$ cat src/pnlst_pkg.sv
// shared types and constants for the per-node location slot table
`default_nettype none
package pnlst_pkg;

  // command codes
  localparam logic CMD_RECEIVED = 1'b0;
  localparam logic CMD_OWN_FIX  = 1'b1;

  localparam int unsigned ID_W      = 4;
  localparam int unsigned STAMP_W   = 17;
  localparam int unsigned OWN_ID_RESET = 3;
  localparam int unsigned QUEUE_DEPTH  = 2;

  // input word as received
  typedef struct packed {
    logic        cmd;
    logic [3:0]  node_id;
    logic [4:0]  utc_hours;
    logic [5:0]  utc_minutes;
    logic [5:0]  utc_seconds;
    logic [31:0] latitude_word;
    logic [31:0] longitude_word;
    logic [7:0]  hops_in;
  } in_item_t;

  // result word
  typedef struct packed {
    logic       written;
    logic [1:0] slot_used;
    logic       took_empty;
  } res_item_t;

  // classified item between front and back
  typedef struct packed {
    logic                cmd;
    logic                in_range;
    logic [ID_W-1:0]     node;
    logic [STAMP_W-1:0]  stamp;
    logic [31:0]         lat;
    logic [31:0]         lon;
    logic [7:0]          hops;
  } cls_item_t;

  // one slot's decision fields
  typedef struct packed {
    logic [ID_W-1:0]    owner;
    logic [STAMP_W-1:0] stamp;
  } slot_entry_t;

  // queue handshake between modules
  typedef struct packed {
    logic full;
    logic empty;
  } q_status_t;

endpackage
`default_nettype wire

$ cat src/pnlst_queue.sv
// two-entry queue of classified items between front and back
`default_nettype none
module pnlst_queue (
  input  wire                    clk,
  input  wire                    rst,
  input  wire                    push,
  input  wire pnlst_pkg::cls_item_t push_item,
  input  wire                    pop,
  output pnlst_pkg::cls_item_t   head,
  output pnlst_pkg::q_status_t   status
);
  import pnlst_pkg::*;

  localparam int unsigned PW = $clog2(QUEUE_DEPTH);

  cls_item_t          entry [QUEUE_DEPTH];
  logic [PW-1:0]      wr_ptr;
  logic [PW-1:0]      rd_ptr;
  logic [PW:0]        count;

  // status and head
  always_comb begin
    status.full  = (count == (PW+1)'(QUEUE_DEPTH));
    status.empty = (count == '0);
    head         = entry[rd_ptr];
  end

  // storage
  always_ff @(posedge clk) begin
    if (push) begin
      entry[wr_ptr] <= push_item;
    end
  end

  // pointers and fill count
  always_ff @(posedge clk) begin
    if (rst) begin
      wr_ptr <= '0;
      rd_ptr <= '0;
      count  <= '0;
    end else begin
      if (push) begin
        wr_ptr <= wr_ptr + 1'b1;
      end
      if (pop) begin
        rd_ptr <= rd_ptr + 1'b1;
      end
      case ({push, pop})
        2'b10:   count <= count + 1'b1;
        2'b01:   count <= count - 1'b1;
        default: count <= count;
      endcase
    end
  end

  // never push into a full queue nor pop an empty one
  a_no_overflow: assert property (@(posedge clk) disable iff (rst)
    status.full |-> !push)
    else $error("queue pushed while full");
  a_no_underflow: assert property (@(posedge clk) disable iff (rst)
    status.empty |-> !pop)
    else $error("queue popped while empty");
  a_count_step: assert property (@(posedge clk) disable iff (rst)
    (push && !pop) |=> count == $past(count) + 1'b1)
    else $error("queue count did not follow a push");

endmodule
`default_nettype wire

$ cat src/pnlst_front.sv
// front end: own id register, input accept and classification
`default_nettype none
module pnlst_front #(
  parameter int unsigned NODES = 16
) (
  input  wire                     clk,
  input  wire                     rst,
  input  wire                     in_valid,
  output logic                    in_ready,
  input  wire pnlst_pkg::in_item_t in_data,
  input  wire                     cfg_valid,
  output logic                    cfg_ready,
  input  wire [3:0]               cfg_data,
  input  wire pnlst_pkg::q_status_t q_status,
  output logic                    push,
  output pnlst_pkg::cls_item_t    push_item
);
  import pnlst_pkg::*;

  logic [ID_W-1:0] own_node_id;
  logic [ID_W-1:0] eff_node;

  // configuration register
  assign cfg_ready = 1'b1;
  always_ff @(posedge clk) begin
    if (rst) begin
      own_node_id <= ID_W'(OWN_ID_RESET);
    end else if (cfg_valid) begin
      own_node_id <= cfg_data;
    end
  end

  // accept when the queue has room
  assign in_ready = !q_status.full;
  assign push     = in_valid && in_ready;

  // classify: pick the node, check range, pack the time stamp
  always_comb begin
    eff_node = (in_data.cmd == CMD_OWN_FIX) ? own_node_id : in_data.node_id;
    push_item.cmd      = in_data.cmd;
    push_item.node     = eff_node;
    push_item.in_range = (32'(eff_node) < NODES);
    push_item.stamp    = {in_data.utc_hours, in_data.utc_minutes, in_data.utc_seconds};
    push_item.lat      = in_data.latitude_word;
    push_item.lon      = in_data.longitude_word;
    push_item.hops     = (in_data.cmd == CMD_OWN_FIX) ? 8'd0 : in_data.hops_in;
  end

endmodule
`default_nettype wire

$ cat src/pnlst_back.sv
// back end: row memory, slot scan, row update and result register
`default_nettype none
module pnlst_back #(
  parameter int unsigned NODES = 16,
  parameter int unsigned SLOTS = 4
) (
  input  wire                      clk,
  input  wire                      rst,
  input  wire pnlst_pkg::cls_item_t head,
  input  wire pnlst_pkg::q_status_t q_status,
  output logic                     pop,
  output logic                     out_valid,
  input  wire                      out_ready,
  output pnlst_pkg::res_item_t     out_data
);
  import pnlst_pkg::*;

  localparam int unsigned NW = $clog2(NODES);
  localparam int unsigned SW = (SLOTS > 1) ? $clog2(SLOTS) : 1;

  typedef enum logic [2:0] {
    ST_IDLE  = 3'b001,
    ST_SCAN  = 3'b010,
    ST_WRITE = 3'b100
  } st_t;

  typedef slot_entry_t [SLOTS-1:0] row_t;

  st_t st;

  // row memory: decision fields and own ring pointer, one row per node
  row_t          row_mem [NODES];
  logic [SW-1:0] ptr_mem [NODES];
  logic [NODES-1:0] row_valid;
  // record payload memory, one entry per node and slot
  logic [71:0]   rec_mem [NODES << SW];

  row_t          rd_row;
  logic [SW-1:0] rd_ptr;
  logic          rd_hit;
  row_t          row_q;
  logic [SW-1:0] ptr_q;

  cls_item_t     cur;
  logic [NW-1:0] cur_row;
  logic [NW-1:0] head_row;

  // scan state
  logic [SW-1:0]      scan_k;
  logic               found;
  logic [SW-1:0]      first_free;
  logic [SW-1:0]      oldest;
  logic [STAMP_W-1:0] min_stamp;
  slot_entry_t        scan_ent;
  logic               scan_last;

  // decision
  logic          do_write;
  logic [SW-1:0] sel;
  logic          took_empty;
  logic [SW-1:0] ptr_adv;
  logic [SW:0]   ptr_inc;
  row_t          new_row;
  logic [SW-1:0] ptr_new;
  logic          out_free;
  logic          finish;
  logic [3:0]    sel_ext;

  assign head_row = NW'(head.node);
  assign cur_row  = NW'(cur.node);

  // a row never written reads as all zero
  assign row_q = rd_hit ? rd_row : '0;
  assign ptr_q = rd_hit ? rd_ptr : '0;

  assign pop      = (st == ST_IDLE) && !q_status.empty;
  assign out_free = !out_valid || out_ready;
  assign finish   = (st == ST_WRITE) && out_free;

  // row read, registered
  always_ff @(posedge clk) begin
    if (pop) begin
      rd_row <= row_mem[head_row];
      rd_ptr <= ptr_mem[head_row];
      cur    <= head;
    end
  end

  always_ff @(posedge clk) begin
    if (rst) begin
      rd_hit <= 1'b0;
    end else if (pop) begin
      rd_hit <= row_valid[head_row];
    end
  end

  // one slot per cycle: first empty and first oldest
  assign scan_ent  = row_q[scan_k];
  assign scan_last = (32'(scan_k) == SLOTS - 1);

  always_ff @(posedge clk) begin
    if (pop) begin
      scan_k <= '0;
      found  <= 1'b0;
    end else if (st == ST_SCAN) begin
      scan_k <= scan_k + 1'b1;
      if (!found && scan_ent.owner == '0) begin
        found      <= 1'b1;
        first_free <= scan_k;
      end
      if (scan_k == '0 || scan_ent.stamp < min_stamp) begin
        oldest    <= scan_k;
        min_stamp <= scan_ent.stamp;
      end
    end
  end

  // pick the slot and build the updated row
  always_comb begin
    ptr_inc = {1'b0, ptr_q} + 1'b1;
    ptr_adv = (32'(ptr_inc) >= SLOTS) ? '0 : ptr_inc[SW-1:0];
    do_write   = 1'b0;
    sel        = '0;
    took_empty = 1'b0;
    ptr_new    = ptr_q;
    if (cur.in_range) begin
      if (cur.cmd == CMD_OWN_FIX) begin
        sel        = ptr_q;
        do_write   = 1'b1;
        took_empty = (row_q[ptr_q].owner == '0);
        ptr_new    = ptr_adv;
      end else if (found) begin
        sel        = first_free;
        do_write   = 1'b1;
        took_empty = 1'b1;
      end else begin
        sel      = oldest;
        do_write = (cur.stamp > min_stamp);
      end
    end
    new_row = row_q;
    new_row[sel].owner = cur.node;
    new_row[sel].stamp = cur.stamp;
    sel_ext = 4'(sel);
  end

  // row and payload write-back
  always_ff @(posedge clk) begin
    if (finish && do_write) begin
      row_mem[cur_row] <= new_row;
      ptr_mem[cur_row] <= ptr_new;
      rec_mem[{cur_row, sel}] <= {cur.lat, cur.lon, cur.hops};
    end
  end

  always_ff @(posedge clk) begin
    if (rst) begin
      row_valid <= '0;
    end else if (finish && do_write) begin
      row_valid[cur_row] <= 1'b1;
    end
  end

  // sequencer
  always_ff @(posedge clk) begin
    if (rst) begin
      st <= ST_IDLE;
    end else begin
      case (st)
        ST_IDLE: begin
          if (pop) begin
            st <= ST_SCAN;
          end
        end
        ST_SCAN: begin
          if (scan_last) begin
            st <= ST_WRITE;
          end
        end
        ST_WRITE: begin
          if (out_free) begin
            st <= ST_IDLE;
          end
        end
        default: st <= ST_IDLE;
      endcase
    end
  end

  // result register
  always_ff @(posedge clk) begin
    if (rst) begin
      out_valid <= 1'b0;
    end else if (finish) begin
      out_valid <= 1'b1;
    end else if (out_ready) begin
      out_valid <= 1'b0;
    end
  end

  always_ff @(posedge clk) begin
    if (finish) begin
      out_data.written    <= do_write;
      out_data.slot_used  <= sel_ext[1:0];
      out_data.took_empty <= took_empty;
    end
  end

  a_scan_bound: assert property (@(posedge clk) disable iff (rst)
    st == ST_SCAN |-> 32'(scan_k) < SLOTS)
    else $error("slot scan ran past the last slot");
  a_ptr_bound: assert property (@(posedge clk) disable iff (rst)
    st == ST_WRITE |-> 32'(ptr_q) < SLOTS)
    else $error("own ring pointer out of range");
  a_empty_means_written: assert property (@(posedge clk) disable iff (rst)
    (finish && took_empty) |-> do_write)
    else $error("empty slot taken without a write");
  a_result_from_write: assert property (@(posedge clk) disable iff (rst)
    $rose(out_valid) |-> $past(st == ST_WRITE))
    else $error("result appeared outside the write step");

endmodule
`default_nettype wire

$ cat src/per_node_location_slot_table.sv
// top level of the per-node location slot table
//
//   channel  direction  handshake              word
//   in       input      in_valid / in_ready    in_item_t
//   out      output     out_valid / out_ready  res_item_t
//   cfg      input      cfg_valid / cfg_ready  own node id, 4 bits
//
// in the back end each word goes through a row read, a scan of its slots
// in order and a write-back, which waits while a result is still held; a new
// word is popped only when the last is done; the row read is registered as
// the word leaves the queue; per-row valid flags make unwritten rows read as empty
// the front keeps accepting while the queue has room; a result waiting in
// the output register holds only the back end
`default_nettype none
module per_node_location_slot_table #(
  parameter int unsigned NODES = 16,
  parameter int unsigned SLOTS = 4
) (
  input  wire                       clk,
  input  wire                       rst,
  input  wire                       in_valid,
  output logic                      in_ready,
  input  wire pnlst_pkg::in_item_t  in_data,
  output logic                      out_valid,
  input  wire                       out_ready,
  output pnlst_pkg::res_item_t      out_data,
  input  wire                       cfg_valid,
  output logic                      cfg_ready,
  input  wire [3:0]                 cfg_data
);
  import pnlst_pkg::*;

  logic      push;
  logic      pop;
  cls_item_t push_item;
  cls_item_t head;
  q_status_t q_status;

  // accept and classify
  pnlst_front #(
    .NODES(NODES)
  ) u_front (
    .clk       (clk),
    .rst       (rst),
    .in_valid  (in_valid),
    .in_ready  (in_ready),
    .in_data   (in_data),
    .cfg_valid (cfg_valid),
    .cfg_ready (cfg_ready),
    .cfg_data  (cfg_data),
    .q_status  (q_status),
    .push      (push),
    .push_item (push_item)
  );

  // decoupling queue
  pnlst_queue u_queue (
    .clk       (clk),
    .rst       (rst),
    .push      (push),
    .push_item (push_item),
    .pop       (pop),
    .head      (head),
    .status    (q_status)
  );

  // table update
  pnlst_back #(
    .NODES(NODES),
    .SLOTS(SLOTS)
  ) u_back (
    .clk       (clk),
    .rst       (rst),
    .head      (head),
    .q_status  (q_status),
    .pop       (pop),
    .out_valid (out_valid),
    .out_ready (out_ready),
    .out_data  (out_data)
  );

endmodule
`default_nettype wire
$ cat config.mk
export PLATFORM = sky130hd
export DESIGN_NAME = per_node_location_slot_table
export DESIGN_NICKNAME = d
export VERILOG_FILES = /design/src/pnlst_pkg.sv /design/src/pnlst_queue.sv /design/src/pnlst_front.sv /design/src/pnlst_back.sv /design/src/per_node_location_slot_table.sv
export SDC_FILE = /design/constraint.sdc
export NUM_CORES = 2
export LEC_CHECK = 0
export BUFFER_PORTS_ARGS = -buffer_cell sky130_fd_sc_hd__buf_2
export CORE_ASPECT_RATIO = 0.8
export CORE_MARGIN = 2
export CORE_UTILIZATION = 45
export CTS_CLUSTER_SIZE = 8
export DETAILED_ROUTE_END_ITERATION = 16
export PLACE_DENSITY = 0.64
export SYNTH_ARGS = -nofsm -noshare
export SYNTH_HDL_FRONTEND = slang
export SYNTH_HIERARCHICAL = 1
export SYNTH_SLANG_ARGS = --single-unit
$ cat constraint.sdc
create_clock -name clk -period 15 [get_ports clk]
set_clock_uncertainty 0.05 [all_clocks]
set_input_delay 3 -clock clk [delete_from_list [all_inputs] [get_ports clk]]
set_output_delay 3 -clock clk [all_outputs]
set_load 0.005 [all_outputs]
======== Word-level counts from Yosys, hierarchy flattened ========
Memories as Yosys holds them, arrays and structs flattened. A register that Yosys moved wholly into a read port is not among the register bits.
Index checks and enable logic that the tools add are counted.
word-level totals
  register bits after elaboration ......... 80
  bits in writable memories ............... 1564
  output and inout bits ................... 7
  word-level logic and storage cells ...... 116
  memories ................................ 3
operators by class
  $add $sub $neg .......................... 6
  magnitude comparators ................... 10
  equal/unequal tests ..................... 10
  multiplexer cells ....................... 42
  bitwise logic cells ..................... 2
  reduce and logical (&&, ||, !) cells .... 23
memory list
  name            words  width  rd ports  clocked after Yosys merged registers in  wr ports  RTL line           source
  u_back.row_mem  16     84     1         1                                        1         pnlst_back.sv:32   row_t row_mem [NODES];
  u_queue.entry   2      94     1         1                                        1         pnlst_queue.sv:16  cls_item_t entry [QUEUE_DEPTH];
  u_back.ptr_mem  16     2      1         1                                        1         pnlst_back.sv:33   logic [SW-1:0] ptr_mem [NODES];
operator list
  cell                                                                                  count
  84-bit bitwise mux                                                                    2
  21-bit binary-select mux with 2-bit select                                            2
  21-bit demux with 2-bit select                                                        2
  84-bit 2-to-1 mux                                                                     1
  21-bit 2-to-1 mux                                                                     3
  17-bit > comparator                                                                   1
  17-bit less-than comparator                                                           1
  17-bit 2-to-1 mux                                                                     1
  16-bit bitwise OR                                                                     1
  1-bit 2-to-1 mux                                                                      15
  2-bit 2-to-1 mux                                                                      7
  4-bit by 5-bit less-than comparator with 1-bit output (second input constant)         2
  2-bit by 3-bit less-than comparator with 1-bit output (second input constant)         3
  3-bit 2-to-1 mux                                                                      3
  3-bit one-hot mux with 3 select lines                                                 1
  3-bit AND reduction                                                                   3
  4-bit logical NOT                                                                     2
  8-bit 2-to-1 mux                                                                      1
  1-bit logical AND                                                                     7
  2-bit == test (second input constant)                                                 3
  2-bit by 1-bit adder with 2-bit output (second input constant)                        2
  1-bit binary-select mux with 4-bit select                                             1
  1-bit demux with 4-bit select                                                         1
  4-bit by 1-bit greater-or-equal comparator with 1-bit output (second input constant)  1
  other kinds (19)                                                                      27

======== Logic depth before layout (Yosys ltp) ========
  depth in word-level cells ............... 9
  gate-level depth with buffers ........... 10
  gate-level depth less buffers ........... 8

======== Cells and area by module ========
Netlist, hierarchy kept.
by module, submodules not included
  module       times used  cells an instance  area each (um2)  sequential area each (um2)
  pnlst_back   1           2654               59618.4          45823.9
  pnlst_queue  1           318                7260.7           5805.6
  pnlst_front  1           112                915.9            80.1

======== Worst setup path after synthesis ========
Ideal clock, no wire load.
  path kind ............................... input -> register
  start point ............................. in out_ready
  end point ............................... mem u_back/ptr_mem[10][0] in the netlist's numbering, enable pin
  data arrival time ....................... 12041 ps
  data required time ...................... 14208 ps
  setup slack ............................. 2167 ps
  stages .................................. 5
  path buffers ............................ 1
  path through ............................ nand2b_1 and3_1 o211ai_1 clkbuf_1 nor4_1
between the ends
  longest elaborated chain between the ends .. 5
RTL lines
  what                                    RTL line                            source
  from (decl)                             per_node_location_slot_table.sv:25  input wire out_ready,
  1-bit logical OR                        pnlst_back.sv:77                    assign out_free = !out_valid || out_ready;
  1-bit logical AND                       pnlst_back.sv:78                    assign finish = (st == ST_WRITE) && out_free;
  named net u_back.finish                 pnlst_back.sv:66                    logic finish;
  1-bit logical AND                       pnlst_back.sv:149                   if (finish && do_write) begin
  1-bit 2-to-1 mux                        -
  1-bit 2-to-1 mux (not written as such)  pnlst_back.sv:151                   ptr_mem[cur_row] <= ptr_new;
  to (decl)                               pnlst_back.sv:33
The timed path passes the listed nets, and every way through them passes these cells.

======== Final worst setup path ========
  start point ............................. in out_ready
  end point ............................... mem u_back/row_mem[5][53] in the netlist's numbering, enable pin
between the ends
  longest elaborated chain between the ends .. 5
RTL lines
  what                                    RTL line           source
  1-bit logical OR                        pnlst_back.sv:77
  1-bit logical AND                       pnlst_back.sv:78
  named net u_back.finish                 pnlst_back.sv:66
  1-bit logical AND                       pnlst_back.sv:149
  1-bit 2-to-1 mux                        -
  1-bit 2-to-1 mux (not written as such)  pnlst_back.sv:150  row_mem[cur_row] <= new_row;
  to (decl)                               pnlst_back.sv:32
The timed path passes the listed nets, and every way through them passes these cells.

==> summary.md <==
| Metric | Value |
|---|---|
| Final setup violating endpoints | 0 |
| Clock insertion delay at the later pin of the skew report | 0.82 ns |
| Final hold slack | 0.408 ns |
| Gpl congestion | 0.783 |
| Final WS setup | 8.61 ns |
| GR Overflow Total | 0 |
| CP startpoint kind | input port |
| Initial core utilization | 45.4% |
| Power, Total | 12.0 mW |
| CP max FO | 43 |
| RSZ-0062 raised after global routing | false |
| Die area | 140000 µm² |
| Max Slew Vio Count | 0 |
| H-tree Lvls | 4 |
| Initial antenna violation count | 1 |
| Core area | 136000 µm² |
| # Max-Cap Violations | 0 |
| Syn. warnings | 6 |
| Cell Area, Synth | 61900 µm² |
| Hold Crit Class | reg -> reg |
| FMAX | 157 MHz |
| Global-route wire length before repair | 204000 µm |
| Hpwl dp | 70000 µm |
| Largest stage delay on the critical path | 1.03 ns |
| P&R area growth vs syn | 13.4% |
| Buf/Inv on CP | 4 |
| Worst slew margin | 14.7% |
| Layout cell share with drive strength beyond 1 | 29.1% |
| Port bufs | 36 |
| Drc violations | 0 |
| Die width | 419 µm |
| Status | completed |
| Final period utilization | 42.6% |
| CTS clk-pin slew, worst paths | 0.05 ns |
| Die height | 336 µm |
| Worst Tran Pin Value | 1.26 ns |
| Final net count | 3113 |
| Leak pwr | 22.6 nW |
| Detailed-route via count | 29000 |
| Final hold viol count | 0 |
| Total CTS buffers | 216 |
| Setup WS pre-CTS | 7.74 ns |
| Post-synthesis cell count | 2790 |
| WP data arrival | 6.74 ns |
| Type of the worst setup path | in -> reg |
| Post-CTS Hold Fix Bufs | 0 |
| Top Ports | 110 |
| Routed WL | 140000 µm |
| Postcts setup bufs | 0 |
| Drt initial violations | 3669 |
| Peak VDD IR | 0.125 mV |
| Avg WL per Cell | 29.1 µm |
| Site row count | 121 |
| CTS tree | done |
| Vias in the first global route | 30100 |
| Clock buffer depth | 3 |
| Syn Area/Cell | 22.2 µm² |
| Resized cells post-CTS | 0 |
| Worst path cell trace | buf_2, nand2b_1, and3_1, o211ai_1, buf_4, nor3_2, buf_4, buf_4 |
| CP endpoint kind | register |
| Via/cell ratio | 6.03 |
| Post-Route Setup TNS | 0 ns |
| CTS root buf | clkbuf_16 |
| Routed Antenna Nets | 0 |
| CP most frequent cell | buf_4 |
| Gr usage total | 20.2% |
| Worst path required time | 15.35 ns |
| DR pass1 iterations | 5 |
| Clock sinks | 1589 |
| CP delay by family, top | buffers and inverters |
| Tmin final | 6.39 ns |
| Slowest stage cell, crit path | nor3_2 |
| Largest net degree at the start of global routing | 112 |
| PD cells | 172 nW/µm² |
==> final timing paths <==
path	from	to	slack (ns)	depth (start not counted)
worst max-delay path	out_ready	u_back/row_mem[5][53]	8.61	8
worst min-delay path	u_back/row_valid[6]	u_back/row_valid[6]	0.41	2
worst max register to register	u_back/cur[83]	u_back/row_mem[5][53]	9.58	9
worst min register to register	u_back/row_valid[6]	u_back/row_valid[6]	0.41	2
==> metal layers <==
metal | wire length [µm] | GRT usage, % | up-vias
li1 | - | - | 12000
met1 | 58000 | 27.9 | 15700
met2 | 70000 | 33.1 | 1170
met3 | 9110 | 3.36 | 203
met4 | 2860 | 5.96 | 0
met5 | 0 | 0 | -
==> state kept, by name (all words and copies together), names as in the netlist, 16 cells and up, named ones only <==
signal            count
u_back/cur           19
u_back/min_stamp     17
u_back/ptr_mem       32
u_back/rd_row        84
u_back/row_mem     1344
u_back/row_valid     16
u_queue/entry        46
==> placed cells by master, fill, tap and decap left out, types with 4 or more instances in the layout <==
cell       count
mux2_4         4
xnor2_1        5
nand4_1        8
dfxtp_1       31
mux2i_1        5
mux4_2       452
o41ai_1       10
clkbuf_16    216
edfxtp_1    1556
nand3_1       26
inv_16         4
a21oi_1       20
and2_1        22
nor2_1        24
clkinv_16      4
buf_4         99
mux2_2        21
clkinv_8       5
clkbuf_1      32
buf_2         36
o21ai_0       45
nand2_1      151
nor2b_1        4
inv_1         52
nor3_2         6
nand2b_1       9
or3_1         10
a21o_1         7
o32ai_1        9
ha_1          36
o21ai_1       53
nor4_2         9
==> per-stage QoR <==
stage	instance area, µm²	std cells	utilization, %
finish	70200	4805	51.5
global route	70200	4804	51.5
CTS	70100	4801	51.5
detailed placement	64300	4537	47.2
global placement	64300	4537	47.2
floorplan	61900	2791	-
==> where the power goes <==
| part | internal (mW) | switching [mW] | total, mW |
|---|---|---|---|
| Sequential | 5.45 | 0.213 | 5.66 |
| Combinational | 0.897 | 1.21 | 2.11 |
| Clock | 2.56 | 1.72 | 4.27 |
==> cell type report <==
class	count	area, µm²
Antenna cell	2	5.00
Clock buffer	248	5530
Clock inverter	16	304
Fill cell	10300	66100
Inverter	52	195
Multi-Input combinational cell	977	13500
Sequential cell	1589	47400
Tap cell	1783	2230
Timing Repair Buffer	138	971
==> worst register-to-register path, stage by stage, from the launching register on <==
cell	delay (ns)
edfxtp_1	0.65
ha_1	0.46
a41o_1	0.19
a21oi_1	0.06
o21ai_0	0.42
o211ai_1	0.17
buf_4	0.29
nor3_2	1.05
buf_4	0.76
buf_4	0.85
No activity file was read; power rests on OpenSTA's default activity.
